--- config.mk ---
export PLATFORM = sky130hd
export DESIGN_NAME = shared_exclusive_lock_table
export DESIGN_NICKNAME = d
export VERILOG_FILES = /design/src/rtl/core/sxlt_pkg.sv /design/src/rtl/core/sxlt_queue.sv /design/src/rtl/core/sxlt_front.sv /design/src/rtl/core/sxlt_back.sv /design/src/rtl/core/shared_exclusive_lock_table.sv
export SDC_FILE = /design/constraint.sdc
export NUM_CORES = 2
export LEC_CHECK = 0
export BUFFER_PORTS_ARGS = -buffer_cell sky130_fd_sc_hd__buf_2
export CAP_MARGIN = 20
export CORE_MARGIN = 2
export CORE_UTILIZATION = 57
export DETAILED_ROUTE_END_ITERATION = 10
export PLACE_DENSITY_LB_ADDON = 0.1
export SETUP_SLACK_MARGIN = 0.3
export SKIP_LAST_GASP = 1
export SYNTH_ARGS = -nofsm -noshare
export SYNTH_HDL_FRONTEND = slang
export SYNTH_SLANG_ARGS = --single-unit
--- constraint.sdc ---
create_clock -name clk -period 6.3 [get_ports clk]
set_clock_uncertainty 0.15 [all_clocks]
set_input_delay 0.945 -clock clk [delete_from_list [all_inputs] [get_ports clk]]
set_output_delay 0.945 -clock clk [all_outputs]
set_load 0.01 [all_outputs]
--- src/rtl/core/sxlt_pkg.sv ---
`default_nettype none
// ----------------------------------------------------------------------------
// sxlt_pkg
// Types, codes and sizes shared by the shared/exclusive lock table.
// ----------------------------------------------------------------------------
package sxlt_pkg;

	localparam int KIND_W          = 3;
	localparam int XID_W           = 32;
	localparam int STATUS_W        = 3;
	localparam int MAX_HOLDERS_DEF = 64;
	localparam int QUEUE_DEPTH     = 2;

	// request kind codes as they arrive on the port
	localparam logic [KIND_W-1:0] KIND_TAKE_SH = 3'd0;
	localparam logic [KIND_W-1:0] KIND_REL_SH  = 3'd1;
	localparam logic [KIND_W-1:0] KIND_TAKE_EX = 3'd2;
	localparam logic [KIND_W-1:0] KIND_REL_EX  = 3'd3;
	localparam logic [KIND_W-1:0] KIND_QUERY   = 3'd4;

	typedef enum logic [2:0] {
		OP_TAKE_SH,
		OP_REL_SH,
		OP_TAKE_EX,
		OP_REL_EX,
		OP_QUERY,
		OP_NOP
	} op_t;

	typedef enum logic [STATUS_W-1:0] {
		ST_DONE       = 3'd0,
		ST_BUSY       = 3'd1,
		ST_FULL       = 3'd2,
		ST_NOT_HOLDER = 3'd3,
		ST_NO_SHARED  = 3'd4
	} status_t;

	// classified request passed from front to back
	typedef struct packed {
		op_t              op;
		logic             zero_id;
		logic [XID_W-1:0] xid;
	} req_t;

	typedef struct packed {
		status_t status;
		logic    held;
		logic    held_x;
	} res_t;

endpackage : sxlt_pkg
`default_nettype wire

--- src/rtl/core/sxlt_queue.sv ---
`default_nettype none
// ----------------------------------------------------------------------------
// sxlt_queue
// Small register queue with full/empty flags.
// ----------------------------------------------------------------------------
module sxlt_queue #(
	parameter int W = 8
) (
	input  wire logic         clk,
	input  wire logic         arst_n,
	input  wire logic         wr_en,
	input  wire logic [W-1:0] wr_data,
	output logic              full,
	input  wire logic         rd_en,
	output logic [W-1:0]      rd_data,
	output logic              empty
);
	import sxlt_pkg::*;

	localparam int PW = (QUEUE_DEPTH > 1) ? $clog2(QUEUE_DEPTH) : 1;
	localparam int CW = $clog2(QUEUE_DEPTH + 1);
	localparam logic [PW-1:0] LAST = PW'(QUEUE_DEPTH - 1);

	logic [W-1:0]  mem_q [QUEUE_DEPTH];
	logic [PW-1:0] wr_ptr_q;
	logic [PW-1:0] rd_ptr_q;
	logic [CW-1:0] cnt_q;

	assign full    = (cnt_q == CW'(QUEUE_DEPTH));
	assign empty   = (cnt_q == '0);
	assign rd_data = mem_q[rd_ptr_q];

	always_ff @(posedge clk or negedge arst_n) begin
		if (!arst_n) begin
			wr_ptr_q <= '0;
			rd_ptr_q <= '0;
			cnt_q    <= '0;
		end else begin
			if (wr_en) begin
				wr_ptr_q <= (wr_ptr_q == LAST) ? '0 : wr_ptr_q + PW'(1);
			end
			if (rd_en) begin
				rd_ptr_q <= (rd_ptr_q == LAST) ? '0 : rd_ptr_q + PW'(1);
			end
			if (wr_en && !rd_en) begin
				cnt_q <= cnt_q + CW'(1);
			end else if (rd_en && !wr_en) begin
				cnt_q <= cnt_q - CW'(1);
			end
		end
	end

	always_ff @(posedge clk) begin
		if (wr_en) begin
			mem_q[wr_ptr_q] <= wr_data;
		end
	end

endmodule : sxlt_queue
`default_nettype wire

--- src/rtl/core/sxlt_front.sv ---
`default_nettype none
// ----------------------------------------------------------------------------
// sxlt_front
// Accepts requests, decodes kind and flags the reserved id, then queues them.
// ----------------------------------------------------------------------------
module sxlt_front (
	input  wire logic                         clk,
	input  wire logic                         arst_n,
	input  wire logic                         push,
	output logic                              full,
	input  wire logic [sxlt_pkg::KIND_W-1:0]  kind,
	input  wire logic [sxlt_pkg::XID_W-1:0]   xid,
	input  wire logic                         req_pop,
	output sxlt_pkg::req_t                    req,
	output logic                              req_empty
);
	import sxlt_pkg::*;

	req_t cls;
	logic wr_en;

	always_comb begin
		case (kind)
			KIND_TAKE_SH: cls.op = OP_TAKE_SH;
			KIND_REL_SH:  cls.op = OP_REL_SH;
			KIND_TAKE_EX: cls.op = OP_TAKE_EX;
			KIND_REL_EX:  cls.op = OP_REL_EX;
			KIND_QUERY:   cls.op = OP_QUERY;
			default:      cls.op = OP_NOP;
		endcase
		cls.zero_id = (xid == '0);
		cls.xid     = xid;
	end

	assign wr_en = push && !full;

	sxlt_queue #(
		.W($bits(req_t))
	) u_req_queue (
		.clk     (clk),
		.arst_n  (arst_n),
		.wr_en   (wr_en),
		.wr_data (cls),
		.full    (full),
		.rd_en   (req_pop),
		.rd_data (req),
		.empty   (req_empty)
	);

endmodule : sxlt_front
`default_nettype wire

--- src/rtl/core/sxlt_back.sv ---
`default_nettype none
// ----------------------------------------------------------------------------
// sxlt_back
// Lock state and holder table; executes one request per cycle unless res_full.
// ----------------------------------------------------------------------------
module sxlt_back #(
	parameter int MAX_HOLDERS = sxlt_pkg::MAX_HOLDERS_DEF
) (
	input  wire logic            clk,
	input  wire logic            arst_n,
	input  wire sxlt_pkg::req_t  req,
	input  wire logic            req_empty,
	output logic                 req_pop,
	input  wire logic            res_full,
	output logic                 res_push,
	output sxlt_pkg::res_t       res
);
	import sxlt_pkg::*;

	localparam int CNT_W = $clog2(MAX_HOLDERS + 1);

	logic                   excl_q;
	logic [XID_W-1:0]       owner_q;
	logic [CNT_W-1:0]       cnt_q;
	logic [MAX_HOLDERS-1:0] occ_q;
	logic [XID_W-1:0]       slot_q [MAX_HOLDERS];

	logic [MAX_HOLDERS-1:0] hit_vec;
	logic [MAX_HOLDERS-1:0] free_vec;
	logic [MAX_HOLDERS-1:0] hit_first;
	logic [MAX_HOLDERS-1:0] free_first;
	logic                   owner_match;

	logic                   set_slot;
	logic                   clr_slot;
	logic                   set_excl;
	logic                   clr_excl;

	assign req_pop  = !req_empty && !res_full;
	assign res_push = req_pop;

	always_comb begin
		for (int i = 0; i < MAX_HOLDERS; i++) begin
			hit_vec[i]  = occ_q[i] && (slot_q[i] == req.xid);
			free_vec[i] = !occ_q[i];
		end
	end

	// lowest set bit, one-hot
	assign hit_first   = hit_vec & (~hit_vec + MAX_HOLDERS'(1));
	assign free_first  = free_vec & (~free_vec + MAX_HOLDERS'(1));
	assign owner_match = excl_q && (owner_q == req.xid);

	always_comb begin
		res.status = ST_DONE;
		res.held   = 1'b0;
		res.held_x = 1'b0;
		set_slot   = 1'b0;
		clr_slot   = 1'b0;
		set_excl   = 1'b0;
		clr_excl   = 1'b0;
		case (req.op)
			OP_TAKE_SH: begin
				if (req.zero_id || excl_q) begin
					res.status = ST_BUSY;
				end else if (free_vec == '0) begin
					res.status = ST_FULL;
				end else begin
					set_slot = 1'b1;
				end
			end
			OP_REL_SH: begin
				if (cnt_q == '0) begin
					res.status = ST_NO_SHARED;
				end else if (req.zero_id || hit_vec == '0) begin
					res.status = ST_NOT_HOLDER;
				end else begin
					clr_slot = 1'b1;
				end
			end
			OP_TAKE_EX: begin
				if (req.zero_id || excl_q || cnt_q != '0) begin
					res.status = ST_BUSY;
				end else begin
					set_excl = 1'b1;
				end
			end
			OP_REL_EX: begin
				if (req.zero_id || !owner_match) begin
					res.status = ST_NOT_HOLDER;
				end else begin
					clr_excl = 1'b1;
				end
			end
			OP_QUERY: begin
				if (!req.zero_id) begin
					res.held_x = owner_match;
					res.held   = owner_match || (hit_vec != '0);
				end
			end
			default: begin
			end
		endcase
	end

	always_ff @(posedge clk or negedge arst_n) begin
		if (!arst_n) begin
			excl_q <= 1'b0;
			cnt_q  <= '0;
			occ_q  <= '0;
		end else if (req_pop) begin
			if (set_slot) begin
				occ_q <= occ_q | free_first;
				cnt_q <= cnt_q + CNT_W'(1);
			end else if (clr_slot) begin
				occ_q <= occ_q & ~hit_first;
				cnt_q <= cnt_q - CNT_W'(1);
			end
			if (set_excl) begin
				excl_q <= 1'b1;
			end else if (clr_excl) begin
				excl_q <= 1'b0;
			end
		end
	end

	// owner and slot ids are only looked at while their flag is set
	always_ff @(posedge clk) begin
		if (req_pop && set_excl) begin
			owner_q <= req.xid;
		end
		for (int i = 0; i < MAX_HOLDERS; i++) begin
			if (req_pop && set_slot && free_first[i]) begin
				slot_q[i] <= req.xid;
			end
		end
	end

endmodule : sxlt_back
`default_nettype wire

--- src/rtl/core/shared_exclusive_lock_table.sv ---
`default_nettype none
// Flow: a request is queued, executed by the back end, and its result queued for the pop side.
// Throughput: one request per cycle; the back end executes one request each cycle that the
//   result queue has room, with the whole holder table compared in parallel.
// Reset: arst_n clears the lock flag, shared count and all slot-occupied bits, and empties
//   both queues; the request queue then has room, so requests are taken right away.
// ----------------------------------------------------------------------------
// shared_exclusive_lock_table
// Non-blocking shared/exclusive lock with a table of shared holder ids.
// ----------------------------------------------------------------------------
module shared_exclusive_lock_table #(
	parameter int MAX_HOLDERS = sxlt_pkg::MAX_HOLDERS_DEF
) (
	input  wire logic                           clk,
	input  wire logic                           arst_n,
	// request side: a transfer happens when push is high and full is low
	input  wire logic                           push,
	output logic                                full,
	input  wire logic [sxlt_pkg::KIND_W-1:0]    kind,
	input  wire logic [sxlt_pkg::XID_W-1:0]     xid,
	// result side: a transfer happens when pop is high and empty is low
	output logic                                empty,
	input  wire logic                           pop,
	output logic [sxlt_pkg::STATUS_W-1:0]       status,
	output logic                                held,
	output logic                                held_exclusive
);
	import sxlt_pkg::*;

	req_t req;
	logic req_empty;
	logic req_pop;
	res_t res_in;
	res_t res_out;
	logic res_push;
	logic res_full;
	logic res_pop;

	// Front: decode kind, mark the reserved zero id, queue the request.
	sxlt_front u_front (
		.clk       (clk),
		.arst_n    (arst_n),
		.push      (push),
		.full      (full),
		.kind      (kind),
		.xid       (xid),
		.req_pop   (req_pop),
		.req       (req),
		.req_empty (req_empty)
	);

	// Back: lock state, holder table and the grant/deny decision.
	sxlt_back #(
		.MAX_HOLDERS(MAX_HOLDERS)
	) u_back (
		.clk       (clk),
		.arst_n    (arst_n),
		.req       (req),
		.req_empty (req_empty),
		.req_pop   (req_pop),
		.res_full  (res_full),
		.res_push  (res_push),
		.res       (res_in)
	);

	// Result queue decouples the back end from the consumer's pop.
	assign res_pop = pop && !empty;

	sxlt_queue #(
		.W($bits(res_t))
	) u_res_queue (
		.clk     (clk),
		.arst_n  (arst_n),
		.wr_en   (res_push),
		.wr_data (res_in),
		.full    (res_full),
		.rd_en   (res_pop),
		.rd_data (res_out),
		.empty   (empty)
	);

	assign status         = res_out.status;
	assign held           = res_out.held;
	assign held_exclusive = res_out.held_x;

endmodule : shared_exclusive_lock_table
`default_nettype wire

Yosys cells after proc, flatten, opt, wreduce, memory -nomap -nowiden
Memories as Yosys holds them, arrays and structs flattened.
Index checks and enable logic that the tools add are counted.
- memories kept: 3
- bits of input ports: 39
- register bits after elaboration: 112
- memory bits (writable): 2130
- word-level logic and storage cells: 756
- output and inout port bits: 7
- bitwise gates (word level): 7
- mux-type cells: 355
- reduce and logical (&&, ||, !) cells: 294
- add/sub/neg operators: 12
- equality and inequality tests: 75
- memory list (memory ; depth ; width ; read ports ; clocked after Yosys merged registers in ; wr ports ; line ; text):
    u_back.slot_q ; 64 ; 32 ; 64 ; 0 ; 1 ; sxlt_back.sv:26 ; logic [XID_W-1:0] slot_q [MAX_HOLDERS];
    u_front.u_req_queue.mem_q ; 2 ; 36 ; 1 ; 0 ; 1 ; sxlt_queue.sv:24 ; logic [W-1:0] mem_q [QUEUE_DEPTH];
    u_res_queue.mem_q ; 2 ; 5 ; 1 ; 0 ; 1 ; sxlt_queue.sv:24 ;
- operators with widths (operator ; number):
    $eq A32 B32 Y1 ; 65
    $mux W32 ; 63
    $reduce_or A32 Y1 ; 63
    $mux W6 ; 63
    $mux W1 ; 212
    $and A64 B64 Y64 ; 3
    $not A64 Y64 ; 3
    $logic_and A1 B1 Y1 ; 138
    $add A64 B1 Y64 const B ; 2
    $logic_not A64 Y1 ; 2
    $mux W64 ; 2
    $logic_not A1 Y1 ; 72
    $or A64 B64 Y64 ; 1
    $reduce_bool A64 Y1 ; 1
    $logic_not A32 Y1 ; 1
    $mux W2 ; 9
    $pmux W3 S5 ; 1
    $mux W7 ; 2
    $eq A3 B2 Y1 const B ; 4
    $pmux W3 S4 ; 1
    $reduce_bool A2 Y1 ; 4
    $add A7 B1 Y7 const B ; 1
    $logic_not A7 Y1 ; 1
    $reduce_bool A7 Y1 ; 1
    12 further kinds ; 28

Logic depth before layout (Yosys ltp)
- word-level depth: 73
- mapped depth: 17
- mapped depth without buffers: 15

Modules after synthesis
Synthesis repeated with hierarchy kept, for this count alone.
- cells, all modules: 6002
- area, all modules: 96492.5 um^2
- modules (own cells, without submodules) (module ; instances ; sequential area each (um^2) ; cells each ; area each (um^2)):
    sxlt_back ; 1 ; 64261.6 ; 5826 ; 92891.6
    sxlt_queue (u_front.u_req_queue) ; 1 ; 2262.2 ; 128 ; 2934.1
    sxlt_queue (u_res_queue) ; 1 ; 400.4 ; 32 ; 556.8
    sxlt_front ; 1 ; 0.0 ; 15 ; 96.3
    shared_exclusive_lock_table ; 1 ; 0.0 ; 1 ; 13.8

Worst setup path after synthesis
Ideal clock, no wire load.
- path kind: register -> register
- start: reg u_front.u_req_queue.rd_ptr_q
- end: mem u_back.slot_q[29][0], in the netlist u_back.slot_q[0][928] (enable)
- required time: 5637 ps
- library setup time: 513 ps
- path buffers: 3
- period minus slack after synthesis: 6363 ps
- setup slack: -63 ps
- stages on the path, launching flop included: 11
- arrival time: 5700 ps
- cell sequence: dfrtp_1 > buf_6 > buf_12 > buf_2 > mux2i_1 > o211ai_1 > nor3_2 > and2_0 > and3_1 > nand3_1 > nor4b_1
- word-level cells in the longest chain between the ends: 72
- elaborated cells on any way between the ends: 387
- those cells by class: mux (256); reduce/logical (130); memory (1)
- RTL lines (item ; line ; text):
    start, declared ; sxlt_queue.sv:26 ; logic [PW-1:0] rd_ptr_q;
    start signal, assigned ; sxlt_queue.sv:43 ; rd_ptr_q <= (rd_ptr_q == LAST) ? '0 : rd_ptr_q + PW'(1);
    $mem_v2 Z2 W36 (*) ; n/a ;
    $logic_or A1 B1 Y1 ; sxlt_back.sv:64 ; if (req.zero_id || excl_q) begin
    $mux W1 ; sxlt_back.sv:64 ;
    $mux W1 (*) ; sxlt_back.sv:62 ; case (req.op)
    $logic_and A1 B1 Y1 (*) ; sxlt_back.sv:133 ; if (req_pop && set_slot && free_first[i]) begin
    $logic_and A1 B1 Y1 ; sxlt_back.sv:133 ;
    $mux W1 ; sxlt_back.sv:133 ;
    $mux W1 (not written as such) ; sxlt_back.sv:134 ; slot_q[i] <= req.xid;
    $reduce_or A32 Y1 (no source line) ; n/a ;
    $mux W6 (no source line) / $mux W1 (equally long branches) (63 in series) ; n/a ;
    end, declared ; sxlt_back.sv:26 ;
Every way passes the cells marked *; elsewhere a longest branch is shown, timed or not.

Final worst setup path
- start: reg u_front.u_req_queue.rd_ptr_q
- end: reg u_back.occ_q[33]
- word-level cells in the longest chain between the ends: 10
- elaborated cells on any way between the ends: 148
- those cells by class: add/sub (1); eq/ne (65); mux (7); bitwise (4); reduce/logical (70); memory (1)
- RTL lines (item ; line ; text):
    $mem_v2 Z2 W36 (*) ; n/a ;
    $eq A32 B32 Y1 ; sxlt_back.sv:44 ; hit_vec[i] = occ_q[i] && (slot_q[i] == req.xid);
    $logic_and A1 B1 Y1 ; sxlt_back.sv:44 ;
    $not A64 Y64 / $logic_not A64 Y1 (equally long branches) ; sxlt_back.sv:50, sxlt_back.sv:75 ;
    $add A64 B1 Y64 / $logic_or A1 B1 Y1 (equally long branches) ; sxlt_back.sv:50, sxlt_back.sv:75 ;
    $and A64 B64 Y64 / $mux W1 (equally long branches) ; sxlt_back.sv:50, sxlt_back.sv:75 ;
    $not A64 Y64 / $mux W1 (equally long branches) ; sxlt_back.sv:116, sxlt_back.sv:73 ;
    $and A64 B64 Y64 / $mux W1 (equally long branches) ; sxlt_back.sv:116, sxlt_back.sv:62 ;
    $mux W64 / $reduce_bool A2 Y1 (equally long branches) ; n/a ;
    $mux W64 / $reduce_and A2 Y1 (equally long branches) ; n/a ;
    end signal, assigned ; sxlt_back.sv:113 ; occ_q <= occ_q | free_first;
    end signal, assigned ; sxlt_back.sv:116 ; occ_q <= occ_q & ~hit_first;
    end, declared ; sxlt_back.sv:25 ; logic [MAX_HOLDERS-1:0] occ_q;
Every way passes the cells marked *; elsewhere a longest branch is shown, timed or not. The select of a mux whose other input is x is not followed.
A chain may end at the register's enable or synchronous reset.

==> results.json <==
{
  "cp.arrival_ns": 6.45,
  "holdWs_ns": 0.131,
  "die_y_um": 415,
  "crit_type": "reg -> reg",
  "dieArea_sq_um": 172000,
  "synth_mux_area_frac": 0.00856,
  "ys_ff_latch": 2242,
  "vias": 56037,
  "critPathLaunchType": "register",
  "slew_violations": 0,
  "setup_slack_ns": 0.468,
  "core_area_sq_um": 167000,
  "seq_area_frac_synth": 0.695,
  "antenna_left": 0,
  "r2r_cells": 16,
  "final_common_cell": "edfxtp_1",
  "cp.required_ns": 6.92,
  "worstMarginPinSlew_ns": 1.20,
  "power_frac_clock": 0.262,
  "endpoint_kind": "register",
  "p_seq_frac": 0.374,
  "syn_to_final_growth_pct": 11.7,
  "n_fill_cell": 11983,
  "syn_area_per_cell_sq_um": 16.1,
  "switchingPower_mw": 18.6,
  "switching_share": 0.374,
  "cellLeakagePower_nw": 32.4,
  "outcome": "completed",
  "vdd_drop_max_v": 0.000509,
  "finalHoldViolCount": 0,
  "fmax_mhz": 171,
  "grt_max_degree": 57,
  "relSlewSlack": 0.199,
  "clock_sinks": 2242,
  "core.rowCount": 150,
  "syn_area_sq_um": 96300,
  "path_clk_slew_ns": 0.06,
  "hold_depth": 1,
  "finalCritPeriodShare": 0.926,
  "grt.total_usage": 0.355,
  "gp_congestion": 0.896,
  "setup_viol": 0,
  "utilization": 0.642,
  "async_flop_share": 0.0357,
  "synth_top_family_by_area": "XOR/XNOR gates",
  "worstSkewPairLatency_ns": 0.89,
  "synthCells": 5992,
  "overflow": 0,
  "hold_path_class": "in -> reg",
  "ys_warn_count": 0,
  "power.density_nw_per_um2": 463,
  "cts_root_buf": "clkbuf_16",
  "grt_pass1_wl_mm": 422,
  "hpwl_mm": 168,
  "portBuffers": 45,
  "synth-adder-area-share": 0.00112,
  "cts_made_buffers": 222,
  "dr.pass1.iters": 6,
  "antenna_found_initial": 19,
  "place_ws_ns": 0.435,
  "io_pins": 46,
  "synthSimpleGateAreaFrac": 0.0703,
  "tns_ns": 0,
  "period_minus_slack_ns": 5.83,
  "cts_tree": "yes",
  "synth_edf_count": 2162,
  "drc": 0,
  "initial_core_util": 0.575,
  "synth_compound_area_frac": 0.00925,
  "synth_xor_area_frac": 0.189,
  "fin_nets": 6360,
  "viasPerCell": 6.43,
  "finalPower_mw": 49.8,
  "wl_per_cell_um": 35.3,
  "grt_pass1_vias": 53639,
  "drt_iter0_markers": 9136,
  "drive_above_1_share": 0.125,
  "synth_cell_types": 81,
  "clk_path_buf_depth": 3,
  "ys.flop_type": "edfxtp_1",
  "h-tree-depth": 4,
  "wirelength_mm": 308,
  "cap_violations": 0,
  "mostFrequentLayoutCells": "2162 x edfxtp_1, 1989 x xnor2_1, 470 x nor4_1",
  "die_w_um": 415,
  "rsz0062_at_grt": "false",
  "combinationalPowerShare": 0.364,
  "cp_max_fo": 23,
  "syn_nets": 6039,
  "p_int_mw": 31.2
}
==> logic make-up (layout without fill, tap and decap cells) <==
kind of cell / count (synthesis) / in the layout
mux: 45 / 45
simple gates: 1177 / 1177
other cells: 0 / 6
fa+ha+maj: 8 / 8
flops: 2242 / 2242
compound gates: 131 / 131
xor+xnor: 2083 / 2083
buf+inv: 306 / 820
==> flip-flops by register name (all words and copies together) (netlist names) <==
name and count:
u_front.u_req_queue.mem_q 72, u_back.slot_q 2048, u_back.owner_q 32, u_res_queue.rd_ptr_q 1, u_front.u_req_queue.cnt_q 2, u_front.u_req_queue.rd_ptr_q 1
u_res_queue.cnt_q 2, u_back.excl_q 1, u_res_queue.wr_ptr_q 1, u_res_queue.mem_q 10, u_back.occ_q 64, u_back.cnt_q 7
u_front.u_req_queue.wr_ptr_q 1
==> through the flow <==
stage	cell area, sq um	instances
after detailed placement	100000	8290
after CTS	107000	8708
after global routing	107000	8710
after floorplan	96300	5992
final	108000	8716
after global placement	100000	8289
==> cell usage after synthesis, types with 28 or more instances <==
cell / count / area [sq um]
edfxtp_1: 2162 / 64900
xnor2_1: 1989 / 17400
nor4_1: 475 / 2970
nand3_1: 156 / 781
nor3_1: 151 / 756
nor2_1: 114 / 428
buf_6: 110 / 1240
xor2_1: 94 / 823
buf_4: 92 / 691
nand4_1: 92 / 576
dfrtp_1: 80 / 2000
inv_1: 66 / 248
nand2_1: 63 / 236
a21oi_1: 54 / 270
mux2i_4: 28 / 631
==> path summary, 6_finish.rpt <==
kind / startpoint / endpoint / slack [ns]
max: u_front.u_req_queue.rd_ptr_q / u_back.occ_q[33] / 0.47
min: xid[27] / u_front.u_req_queue.mem_q[0][27] / 0.13
max reg2reg: u_front.u_req_queue.rd_ptr_q / u_back.occ_q[33] / 0.47
min reg2reg: u_back.cnt_q[6] / u_back.cnt_q[6] / 0.34
max in group asynchronous: arst_n / u_back.occ_q[37] / 4.24
min in group asynchronous: arst_n / u_back.occ_q[2] / 0.43
==> final cells by class <==
| cell class | count | area [sq um] | area share |
|---|---|---|---|
| timing repair buffer | 337 | 3300 | 0.0307 |
| clock inverter | 117 | 1070 | 0.00999 |
| sequential | 2242 | 66900 | 0.623 |
| antenna | 6 | 15.0 | 0.000140 |
| tap | 2204 | 2760 | 0.0257 |
| inverter | 66 | 328 | 0.00305 |
| clock buffer | 300 | 5980 | 0.0556 |
| multi-input combinational | 3444 | 27100 | 0.252 |
==> critical path, cell delays in order (launching register included) <==
cell,delay [ns]
dfrtp_4,0.83
buf_12,0.28
mux2i_4,0.27
buf_12,0.31
buf_4,0.38
buf_4,0.26
xnor2_1,0.10
nor4_1,0.35
nand4_1,0.15
nor3_1,0.57
buf_4,0.24
nor2_1,0.06
nand3b_1,0.44
nor4_4,0.20
a211oi_2,0.60
nand4b_1,0.26
o21a_1,0.17
==> power groups by stage <==
stage	clock network [mW]	registers, mW	logic, mW
global route	13.6	18.6	18.4
floorplan	0	18.9	10.2
finish	13.0	18.6	18.1
CTS	13.1	18.6	17.7
detailed placement	0	18.9	17.6
global placement	0	18.9	17.5
==> layer usage <==
layer / vias to the layer above / global-route usage / share of wire / wire length (um)
li1: 22669 / - / - / -
met1: 28794 / 0.505 / 0.38 / 118000
met2: 3902 / 0.555 / 0.46 / 141000
met3: 672 / 0.0622 / 0.12 / 36600
met4: 0 / 0.127 / 0.039 / 12200
met5: - / 0 / 0 / 0
==> timing repair <==
action / CTS / global route
endpoints found under the setup margin: 0 / 35
hold buffers: 1 / 0
hold endpoints to repair: 24 / 0
buffers inserted: 0 / 1
resized for setup: 0 / 0
Note: power is estimated with default switching activity, not from simulation.
